===== config.mk =====
export PLATFORM = sky130hd
export DESIGN_NAME = bf_div
export DESIGN_NICKNAME = d
export VERILOG_FILES = /design/src/hdl/assert_macros.svh /design/src/hdl/bf_pkg.sv /design/src/hdl/bf_div.sv
export SDC_FILE = /design/constraint.sdc
export NUM_CORES = 1
export LEC_CHECK = 0
export BUFFER_PORTS_ARGS = -buffer_cell sky130_fd_sc_hd__buf_2
export CAP_MARGIN = 10
export CORE_ASPECT_RATIO = 1.75
export CORE_MARGIN = 2
export CORE_UTILIZATION = 45
export DETAILED_ROUTE_END_ITERATION = 8
export SYNTH_ARGS = -nofsm -noshare
export SYNTH_HDL_FRONTEND = slang
export SYNTH_SLANG_ARGS = --single-unit

===== constraint.sdc =====
create_clock -name clk_i -period 10.35 [get_ports clk_i]
set_input_delay 1.5525 -clock clk_i [delete_from_list [all_inputs] [get_ports clk_i]]
set_output_delay 1.5525 -clock clk_i [all_outputs]
set_load 0.01 [all_outputs]

===== src/hdl/assert_macros.svh =====
// Assertion helpers used by the top-level filter RTL.
`ifndef ASSERT_MACROS_SVH
`define ASSERT_MACROS_SVH

// Check an implication on every rising clock edge outside reset.
`define BF_ASSERT_IMP(lbl, ante, cons) \
  lbl: assert property (@(posedge clk_i) disable iff (!rst_ni) (ante) |-> (cons)) \
    else $error("bilateral filter assertion failed");

// Check that the consequence holds in the cycle after the antecedent.
`define BF_ASSERT_NEXT(lbl, ante, cons) \
  lbl: assert property (@(posedge clk_i) disable iff (!rst_ni) (ante) |=> (cons)) \
    else $error("bilateral filter assertion failed");

`endif


===== src/hdl/bf_pkg.sv =====
`timescale 1ns / 1ps
`default_nettype none
package bf_pkg;

  localparam int WEIGHT_FRAC_BITS = 16;
  localparam int W_W         = 17;
  localparam int PIX_W       = 8;
  localparam int TAPS        = 25;
  localparam int TAP_W       = 5;
  localparam int CENTER      = 12;
  localparam int RANGE_DEPTH = 256;
  localparam int PROD_W      = 2 * W_W;
  localparam int WW_W        = PROD_W - WEIGHT_FRAC_BITS;
  localparam int WV_W        = WW_W + PIX_W;
  localparam int WS_W        = WW_W + TAP_W;
  localparam int VS_W        = WS_W + PIX_W;
  localparam int NUM_W       = VS_W + 2;
  localparam int DEN_W       = WS_W + 1;

  localparam logic [1:0] FUNC_PIX     = 2'd0;
  localparam logic [1:0] FUNC_SPATIAL = 2'd1;
  localparam logic [1:0] FUNC_RANGE   = 2'd2;

  typedef struct packed {
    logic [1:0]       func;
    logic [7:0]       table_index;
    logic [W_W-1:0]   weight_value;
    logic [PIX_W-1:0] pix_row0;
    logic [PIX_W-1:0] pix_row1;
    logic [PIX_W-1:0] pix_row2;
    logic [PIX_W-1:0] pix_row3;
    logic [PIX_W-1:0] pix_row4;
    logic             first_column;
    logic             last_column;
  } in_word_t;

  typedef struct packed {
    logic [PIX_W-1:0] out_pixel;
    logic             row_end;
  } out_word_t;

  typedef logic [TAPS-1:0][PIX_W-1:0] win_t;

  typedef struct packed {
    logic           sp_we;
    logic           rg_we;
    logic [7:0]     idx;
    logic [W_W-1:0] val;
  } tbl_wr_t;

  typedef struct packed {
    logic            done;
    logic [WS_W-1:0] ws;
    logic [VS_W-1:0] vs;
  } mac_res_t;

endpackage
`default_nettype wire


===== src/hdl/bf_div.sv =====
`timescale 1ns / 1ps
`default_nettype none
module bf_div import bf_pkg::*; (
  input  wire logic             clk_i,
  input  wire logic             rst_ni,
  input  wire logic             start_i,
  input  wire logic [WS_W-1:0]  ws_i,
  input  wire logic [VS_W-1:0]  vs_i,
  input  wire logic [PIX_W-1:0] center_i,
  output logic                  done_o,
  output logic [PIX_W-1:0]      quot_o
);
  localparam logic [1:0] DV_IDLE  = 2'd0;
  localparam logic [1:0] DV_CHECK = 2'd1;
  localparam logic [1:0] DV_ITER  = 2'd2;

  logic [1:0]       st_q;
  logic [2:0]       i_q;
  logic             done_q;
  logic [NUM_W-1:0] num_q, trial, limit;
  logic [DEN_W-1:0] den_q;
  logic [PIX_W-1:0] q_q;

  assign trial = NUM_W'(den_q) << i_q;
  assign limit = NUM_W'(den_q) << PIX_W;

  always_ff @(posedge clk_i or negedge rst_ni) begin
    if (!rst_ni) begin
      st_q   <= DV_IDLE;
      i_q    <= '0;
      done_q <= 1'b0;
    end else begin
      done_q <= 1'b0;
      case (st_q)
        DV_IDLE: begin
          if (start_i) begin
            st_q <= DV_CHECK;
          end
        end
        DV_CHECK: begin
          if (den_q == '0 || num_q >= limit) begin
            done_q <= 1'b1;
            st_q   <= DV_IDLE;
          end else begin
            i_q  <= 3'd7;
            st_q <= DV_ITER;
          end
        end
        DV_ITER: begin
          i_q <= i_q - 1'b1;
          if (i_q == '0) begin
            done_q <= 1'b1;
            st_q   <= DV_IDLE;
          end
        end
        default: st_q <= DV_IDLE;
      endcase
    end
  end

  // restoring division, one quotient bit a cycle
  always_ff @(posedge clk_i) begin
    case (st_q)
      DV_IDLE: begin
        num_q <= (NUM_W'(vs_i) << 1) + NUM_W'(ws_i);
        den_q <= {ws_i, 1'b0};
        q_q   <= center_i;
      end
      DV_CHECK: begin
        if (den_q != '0) begin
          q_q <= (num_q >= limit) ? '1 : '0;
        end
      end
      DV_ITER: begin
        if (num_q >= trial) begin
          num_q    <= num_q - trial;
          q_q[i_q] <= 1'b1;
        end
      end
      default: q_q <= q_q;
    endcase
  end

  assign done_o = done_q;
  assign quot_o = q_q;
endmodule
`default_nettype wire

==> results of run 1 <==
-- power by group through the flow --
stage / clock network, mW / registers [mW] / logic, mW
2_1_floorplan: 0 / 0.586 / 1.68
5_1_grt: 0.362 / 0.681 / 2.49
4_1_cts: 0.353 / 0.671 / 2.26
3_5_place_dp: 0 / 0.676 / 2.24
3_3_place_gp: 0 / 0.674 / 2.23
6_report: 0.348 / 0.674 / 2.27
-- cells by family (layout without fill, tap and decap cells) --
group           after synthesis  count (layout)  synth area share (%)
compound gates              268             268                 25.00
simple gates                209             209                 13.95
mux                          45              45                 8.903
buf+inv                      77             147                 3.972
flops                        70              70                 28.35
xor+xnor                     46              46                 5.513
fa+ha+maj                    83              83                 14.31
-- layout make-up --
cell class,count,area (um^2)
fillers,1530,7685
multi-input cells,651,4952
flip-flops and latches,70,2072
repair buffers,79,410.4
clock buffers,11,242.7
well taps,189,236.5
inverters,52,195.2
clock inverters,5,81.33
-- flip-flops by register name (all words and copies together) (netlist names) --
name,cells
den_q,23
quot_o,8
i_q,3
num_q,33
done_o,1
st_q,2
-- cell usage in the layout, fill, tap and decap left out, types with 4 or more instances in the layout --
| cell | instances |
|---|---|
| sky130_fd_sc_hd__a211oi_1 | 9 |
| sky130_fd_sc_hd__nor3_1 | 12 |
| sky130_fd_sc_hd__and3_1 | 9 |
| sky130_fd_sc_hd__nand2b_1 | 5 |
| sky130_fd_sc_hd__mux4_2 | 16 |
| sky130_fd_sc_hd__clkbuf_16 | 9 |
| sky130_fd_sc_hd__nor2b_1 | 6 |
| sky130_fd_sc_hd__buf_2 | 73 |
| sky130_fd_sc_hd__o31ai_1 | 4 |
| sky130_fd_sc_hd__xor2_1 | 17 |
| sky130_fd_sc_hd__o21bai_1 | 8 |
| sky130_fd_sc_hd__o21ai_0 | 54 |
| sky130_fd_sc_hd__o31a_1 | 8 |
| sky130_fd_sc_hd__a211o_1 | 5 |
| sky130_fd_sc_hd__buf_4 | 6 |
| sky130_fd_sc_hd__nand2_1 | 60 |
| sky130_fd_sc_hd__a31oi_1 | 18 |
| sky130_fd_sc_hd__ha_1 | 81 |
| sky130_fd_sc_hd__edfxtp_1 | 64 |
| sky130_fd_sc_hd__xnor2_1 | 29 |
| sky130_fd_sc_hd__a21o_1 | 32 |
| sky130_fd_sc_hd__mux2i_1 | 29 |
| sky130_fd_sc_hd__o21a_1 | 13 |
| sky130_fd_sc_hd__inv_1 | 51 |
| sky130_fd_sc_hd__nor2_1 | 51 |
| sky130_fd_sc_hd__a21oi_1 | 70 |
| sky130_fd_sc_hd__nand4_1 | 12 |
| sky130_fd_sc_hd__and2_1 | 7 |
| sky130_fd_sc_hd__or3_1 | 5 |
| sky130_fd_sc_hd__o211ai_1 | 6 |
| sky130_fd_sc_hd__nor4_1 | 8 |
| sky130_fd_sc_hd__dfrtp_1 | 6 |
| sky130_fd_sc_hd__nand3_1 | 19 |
-- metal layers --
layer	track usage (%)	vias up	wire (um)
li1	-	3192	-
met1	30.29	3204	9039
met2	53.47	132	13580
met3	2.183	35	514
met4	11.07	0	935
met5	0	-	0
-- metrics by stage --
stage	worst slack [ns]	util, %	instance area [um^2]	power (mW)	hold WS (ns)
floorplan	4.787	-	7308	2.264	0.4968
global placement	5.287	49.55	7866	2.906	0.5221
detailed placement	5.176	49.55	7866	2.916	0.5410
CTS	5.140	51.59	8190	3.280	0.5560
global route	4.713	51.59	8190	3.536	0.5990
finish	5.086	51.59	8190	3.289	0.5593
-- worst max path at each step --
stage	start	end	slack [ns]	cells after the start
2_1_floorplan	i_q[0]	num_q[10]	4.79	14
3_3_place_gp	i_q[2]	num_q[32]	5.29	12
3_5_place_dp	i_q[2]	num_q[24]	5.18	12
4_1_cts	i_q[2]	num_q[32]	5.14	12
5_1_grt	i_q[2]	quot_o[1]	4.71	11
6_report	i_q[2]	num_q[14]	5.09	12
-- tightest hold or removal path, stage by stage, from the launching register on --
cell	delay, ns
sky130_fd_sc_hd__dfrtp_1	0.40
sky130_fd_sc_hd__nand2_1	0.06
sky130_fd_sc_hd__o21ai_0	0.06
==> results.txt, run 1 <==
----------------------------------------------------
[Timing]
  Final Cycle Share ... 50.86%
  Hold Violations, Final ... 0
  Fmax ... 0.1900 GHz
  Unrepaired setup endpoints after global routing ... false
  Final Critical Period ... 5.264 ns
  Remaining max-slew budget at the tightest pin ... 24.58%
  Final clock skew ... 0.007010 ns
  Slew at the pin with the worst max-slew slack ... 1.123 ns
  Total Negative Setup Slacks ... 0 ns
  Number of slew-limit violations in the final report ... 0
  Setup violators final ... 0

[GRT]
  Largest net degree at the start of global routing ... 60
  Wire length of the first global-routing pass ... 36.54 mm
  Via count of the first global-routing pass ... 6,575
  Grt ovf ... 0
  Antenna violations before repair ... 0
  Tot GR Track Use ... 27.75%

[Synth]
  Largest area contributor in the netlist ... sky130_fd_sc_hd__edfxtp_1
  Asr flop ratio synth ... 8.571%
  Most used flip-flop cell after synthesis ... sky130_fd_sc_hd__edfxtp_1
  Number of synthesis warnings ... 0
  Share of Yosys cell area claimed by the top area cell type ... 26.30%
  Cell Area, Synth ... 7308 um^2
  Most repeated cell in the gate-level netlist after synthesis ... sky130_fd_sc_hd__ha_1
  Sequential fraction of the synthesis area ... 28.35%
  Leading post-synthesis cells by cell area ... sky130_fd_sc_hd__edfxtp_1 26%, sky130_fd_sc_hd__ha_1 14%, sky130_fd_sc_hd__mux4_2 4.9%
  Syn_nets ... 946
  Cells after synthesis ... 798
  Top cell types by occurrence after synthesis ... 82 x sky130_fd_sc_hd__ha_1, 71 x sky130_fd_sc_hd__a21oi_1, 64 x sky130_fd_sc_hd__edfxtp_1
  Synth Area per Inst ... 9.158 um^2
  EDFF count, synth ... 64
  FF+latch count, synth ... 70
  Synth cell types ... 71

[Placement]
  Number of I/O port buffers ... 73
  Global placement routability congestion ... 0.9559
  Detailed placement HPWL ... 19.39 mm
  Placed Cells incl. Taps ... 1,041

[Critical path]
  R2r worst-path depth ... 12
  Data required time of the critical path ... 10.35 ns
  Crit path max-delay family ... compound AO/OA/AOI/OAI gates
  Sum of buffers and inverters on the critical path ... 2
  Kind of end point of the critical path ... flip-flop
  Ordered list of cells on the worst path ... inv_1 > mux2i_1 > ha_1 > nand2_1 > o21ai_0 > a41oi_4 > o21a_4 > o31ai_2 > a41o_4 > a31oi_1 > a21oi_2 > buf_4
  Worst reg2reg setup slack ... 5.09 ns
  Worst Path Max Fanout ... 23
  Critical Path Slowest Stage Cell ... sky130_fd_sc_hd__dfrtp_1
  Startpoint of the lowest-slack register-to-register path ... i_q[2]
  Nature of the critical path startpoint ... flip-flop
  Worst EP arrival ... 5.26 ns
  Crit Path Category ... flip-flop to flip-flop
  Crit path largest cell delay ... 0.86 ns
  Reg-to-Reg End ... num_q[14]

[Routing]
  Aggregate routed wire length ... 24.07 mm
  Routed WL per cell ... 22.77 um
  Number of antenna-violating nets in the routed design ... 0
  Total DRC errors in the routed layout ... 0
  Via count ... 6,563
  Via/cell ratio ... 6.209
  Number of violations reported at the end of detailed-routing iteration 0 ... 249
  Detailed-router iteration count before antenna repair ... 5

[Power]
  Register share of total power ... 20.5%
  Switching power of the nets ... 1.673 mW
  Leakage power summed over all cells ... 3.567 nW
  Worst VDD drop ... 0.1742 mV
  Pwr dens ... 401.6 nW/um^2
  Internal power component ... 1.616 mW
  Combinational power share ... 68.9%
  Clock power frac ... 10.6%
  Switching share of power ... 50.86%

[Clocking]
  CTS tree ... yes
  Clock buffers created by TritonCTS ... 9
  Total clock sinks ... 70
  Post-CTS repair timing setup buffer count ... 0
  Count of instances resized after the clock tree is built ... 0
  Clock latency on the worst-skew pair ... 0.34 ns
  Clock edge transition at the registers on the reported setup and hold paths ... 0.06 ns
  Maximum number of buffers from clock root to sink ... 2
  Number of hold buffers added after cts ... 0
  Cell chosen for the clock root ... sky130_fd_sc_hd__clkbuf_16
  Level count of the clock H-tree ... 3

[Floorplan]
  Height of the die ... 172.6 um
  Row count ... 61
  Die width ... 100.3 um
  Floorplan core area ... 15,880 um^2
  Initial standard-cell utilization of the core ... 46.04%
  Die Area ... 17,320 um^2
  Total I/O pin count ... 74

[Run]
  Max-capacitance violation count ... 0

[Finish]
  Share of cells above drive strength 1 ... 14.40%
  Final Net Count ... 1,011
  Number of diodes added for antenna fixing ... 0
  Area growth, synth to finish ... 12.07%
  Final non-filler cell total ... 1,057

[Min path]
  Min-delay worst type ... flip-flop to flip-flop
  Capture endpoint of the worst hold path ... st_q[1]
  Worst hold path stage count ... 2
  Launch point of the worst hold path ... st_q[1]

[Status]
  Outcome ... finished clean

----------------------------------------------------
No activity file was read; power rests on OpenSTA's default activity.
==> run 2, diff against run 1 <==
Settings changed: ABC_AREA from default to 1.
Clock period 10.35 ns to 5 ns, I/O delays scaled along.
==> run 2 against run 1 <==
Effect of this change:
- synthesized cell count is 78% higher
- non-clock buffer count is 2 higher
- utilization is 1.1 points lower
- clock skew is 0.0075 ns higher
- critical endpoint is now num_q[16]
==> results.txt, run 2 <==
----------------------------------------------------
[Synth]
  Most repeated cell in the gate-level netlist after synthesis ... sky130_fd_sc_hd__nand2_1
  Cell Area, Synth ... 8661 um^2 (+19%)
  FF+latch count, synth ... 70 (unchanged)
  EDFF count, synth ... 64 (unchanged)
  Most used flip-flop cell after synthesis ... sky130_fd_sc_hd__edfxtp_1
  Syn_nets ... 1,571 (+66%)
  Sequential fraction of the synthesis area ... 23.92% (-4.4 points)
  Cells after synthesis ... 1,423 (+78%)
  Number of synthesis warnings ... 0 (unchanged)
  Share of Yosys cell area claimed by the top area cell type ... 22.19% (-4.1 points)
  Synth Area per Inst ... 6.086 um^2 (-34%)
  Top cell types by occurrence after synthesis ... 497 x sky130_fd_sc_hd__nand2_1, 216 x sky130_fd_sc_hd__inv_1, 128 x sky130_fd_sc_hd__nor2_1
  Leading post-synthesis cells by cell area ... sky130_fd_sc_hd__edfxtp_1 22%, sky130_fd_sc_hd__nand2_1 22%, sky130_fd_sc_hd__ha_1 12%
  Asr flop ratio synth ... 8.571% (unchanged)
  Synth cell types ... 41 (-42%)
  Largest area contributor in the netlist ... sky130_fd_sc_hd__edfxtp_1

[Critical path]
  Worst EP arrival ... 4.17 ns (-1.09 ns)
  Data required time of the critical path ... 5.04 ns (-5.31 ns)
  Nature of the critical path startpoint ... flip-flop
  Startpoint of the lowest-slack register-to-register path ... i_q[0]
  Critical path launch point ... i_q[0]
  Worst Path Max Fanout ... 32 (+39%)
  R2r worst-path depth ... 14 (+2)
  Reg-to-Reg End ... num_q[16]
  Kind of end point of the critical path ... flip-flop
  Crit Path Category ... flip-flop to flip-flop
  Worst reg2reg setup slack ... 0.87 ns (-4.22 ns)

[Timing]
  Hold Violations, Final ... 0 (unchanged)
  Number of slew-limit violations in the final report ... 0 (unchanged)
  Final clock skew ... 0.01455 ns (+0.007544 ns)
  Fmax ... 0.2421 GHz (+27%)
  Smallest hold slack ... 0.2215 ns (-0.3378 ns)
  Total Negative Setup Slacks ... 0 ns (unchanged)
  Minimum setup slack in the final design ... 0.8699 ns (-4.216 ns)
  Unrepaired setup endpoints after global routing ... false
  Final Critical Period ... 4.130 ns (-1.134 ns)
  Final Cycle Share ... 82.60% (+32 points)
  Slew at the pin with the worst max-slew slack ... 0.8817 ns (-0.2410 ns)
  Setup violators final ... 0 (unchanged)
  Remaining max-slew budget at the tightest pin ... 41.22% (+17 points)

[Finish]
  Max reg flops ... 33 (unchanged)
  Most common cell after layout, fill and taps aside ... sky130_fd_sc_hd__nand2_1
  Fin area ... 9613 um^2 (+17%)
  Area growth, synth to finish ... 10.99%
  Final Net Count ... 1,639 (+62%)
  Number of diodes added for antenna fixing ... 0 (unchanged)
  Register with the most flip-flops ... num_q
  Commonest cells after routing, fill and taps aside ... 497 x sky130_fd_sc_hd__nand2_1, 216 x sky130_fd_sc_hd__inv_1, 128 x sky130_fd_sc_hd__nor2_1
  Share of cells above drive strength 1 ... 10.03% (-4.4 points)

[Routing]
  Metal1 wirelength ... 11.67 mm (+29%)
  Number of violations reported at the end of detailed-routing iteration 0 ... 624 (+150%)
  Aggregate routed wire length ... 31.01 mm (+29%)
  Number of antenna-violating nets in the routed design ... 0 (unchanged)
  Via/cell ratio ... 5.311 (-14%)
  Detailed-router iteration count before antenna repair ... 6 (+1)
  Total met2 wirelength after detailed routing ... 16.28 mm (+20%)
  Top routing layer in use ... met4
  Via count ... 9,226 (+41%)
  Wire length on met3 ... 970 um (+89%)
  Routed WL per cell ... 17.85 um (-22%)
  Total DRC errors in the routed layout ... 0 (unchanged)

[Clocking]
  Clock edge transition at the registers on the reported setup and hold paths ... 0.07 ns (about the same)
  Clock buffers created by TritonCTS ... 9 (unchanged)
  Maximum number of buffers from clock root to sink ... 2 (unchanged)
  Level count of the clock H-tree ... 3 (unchanged)
  Cell chosen for the clock root ... sky130_fd_sc_hd__clkbuf_16
  Post-CTS repair timing setup buffer count ... 0 (unchanged)
  Total clock sinks ... 70 (unchanged)
  Number of hold buffers added after cts ... 0 (unchanged)
  Count of instances resized after the clock tree is built ... 0 (unchanged)
  Clock latency on the worst-skew pair ... 0.35 ns (about the same)
  CTS tree ... yes

[Placement]
  Detailed placement HPWL ... 26.27 mm (+35%)
  Global placement routability congestion ... 1.038 (+8.6%)
  Number of I/O port buffers ... 73 (unchanged)
  Post-Place Worst Slack ... 0.9917 ns (-4.185 ns)
  Cell area after placement ... 9309 um^2 (+18%)

[Run]
  Max-capacitance violation count ... 0 (unchanged)

[Floorplan]
  Die Area ... 20,420 um^2 (+18%)
  Floorplan core area ... 19,030 um^2 (+20%)
  Die width ... 108.9 um (+8.5%)
  Height of the die ... 187.5 um (+8.7%)
  Total I/O pin count ... 74 (unchanged)
  Row count ... 67 (+9.8%)
  Initial standard-cell utilization of the core ... 45.51% (-0.52 points)

[GRT]
  Via count of the first global-routing pass ... 9,373 (+43%)
  Wire length of the first global-routing pass ... 48.45 mm (+33%)
  Tot GR Track Use ... 31.45% (+3.7 points)
  Antenna violations before repair ... 0 (unchanged)
  Grt ovf ... 0 (unchanged)
  Largest net degree at the start of global routing ... 56 (-6.7%)

[Min path]
  Min-delay worst type ... input port to async pin

[Status]
  Outcome ... finished clean

----------------------------------------------------
## run 2: cell types whose count changed after synthesis, moves of 13 or more
cell                       previous run  this run
sky130_fd_sc_hd__nand2_1             60       497
sky130_fd_sc_hd__inv_1               51       216
sky130_fd_sc_hd__nor2_1              51       128
sky130_fd_sc_hd__nand3_1             19        91
sky130_fd_sc_hd__o21ai_0             54        90
sky130_fd_sc_hd__a21o_1              32         1
sky130_fd_sc_hd__xnor2_1             29         0
sky130_fd_sc_hd__mux2i_1             29         7
sky130_fd_sc_hd__a31oi_1             18         1
sky130_fd_sc_hd__mux4_2              16         0
sky130_fd_sc_hd__clkbuf_1            22         9
sky130_fd_sc_hd__nand2_2              0        13
## run 2: layout make-up
class | count | area [um^2]
Timing Repair Buffer | 81 | 437.9
Clock inverter | 7 | 78.83
Clock buffer | 9 | 225.2
Tap cell | 241 | 301.5
Sequential cell | 70 | 2072
Inverter | 230 | 863.3
Fill cell | 2060 | 9417
Multi-Input combinational cell | 1099 | 5634
## run 2: critical path: stages (launching register included)
cell and delay, ns:
sky130_fd_sc_hd__dfrtp_1 0.92, sky130_fd_sc_hd__buf_4 0.33, sky130_fd_sc_hd__nand2_1 0.06, sky130_fd_sc_hd__o21ai_0 0.15, sky130_fd_sc_hd__mux2i_1 0.16, sky130_fd_sc_hd__nor2_1 0.11, sky130_fd_sc_hd__a21oi_1 0.06, sky130_fd_sc_hd__ha_1 0.49
sky130_fd_sc_hd__nand2_1 0.15, sky130_fd_sc_hd__nor2_1 0.26, sky130_fd_sc_hd__nand2_1 0.16, sky130_fd_sc_hd__nor2_1 0.16, sky130_fd_sc_hd__a21oi_1 0.14, sky130_fd_sc_hd__a21oi_4 0.39, sky130_fd_sc_hd__buf_12 0.23
## run 2: worst max-delay path by stage
stage / end / slack, ns / depth (start not counted)
2_1_floorplan: num_q[10] / 0.83 / 14
3_3_place_gp: num_q[1] / 0.98 / 14
3_5_place_dp: num_q[3] / 0.99 / 14
4_1_cts: num_q[16] / 0.96 / 14
5_1_grt: num_q[16] / 0.61 / 17
6_report: num_q[16] / 0.87 / 14
## run 2: logic make-up (layout without fill, tap and decap cells)
kind of cell	after synthesis	in the layout	share of synthesized area [%]
DFF	70	70	23.92
AOI/OAI and AO/OA	200	200	12.32
muxes	7	7	0.8090
buffers and inverters	254	327	11.18
and+or+nand+nor	797	797	38.47
xor gates and xnor gates	12	12	1.214
adders and majority gates	83	83	12.08
## run 2: stage by stage
step / std cells / util, %
after floorplan: 1423 / -
after global placement: 1721 / 48.92
after detailed placement: 1721 / 48.92
after CTS: 1737 / 50.52
after global routing: 1737 / 50.52
final: 1737 / 50.52
## run 2: routing by layer
metal | vias to the layer above | global-route usage (%)
met1 | 4168 | 33.54
li1 | 4707 | -
met3 | 97 | 2.329
met5 | - | 0
met4 | 0 | 18.93
met2 | 254 | 58.17
Power of run 2 is not shown: default switching activity piles up to over one toggle a cycle in this logic, so the estimate is an artifact.
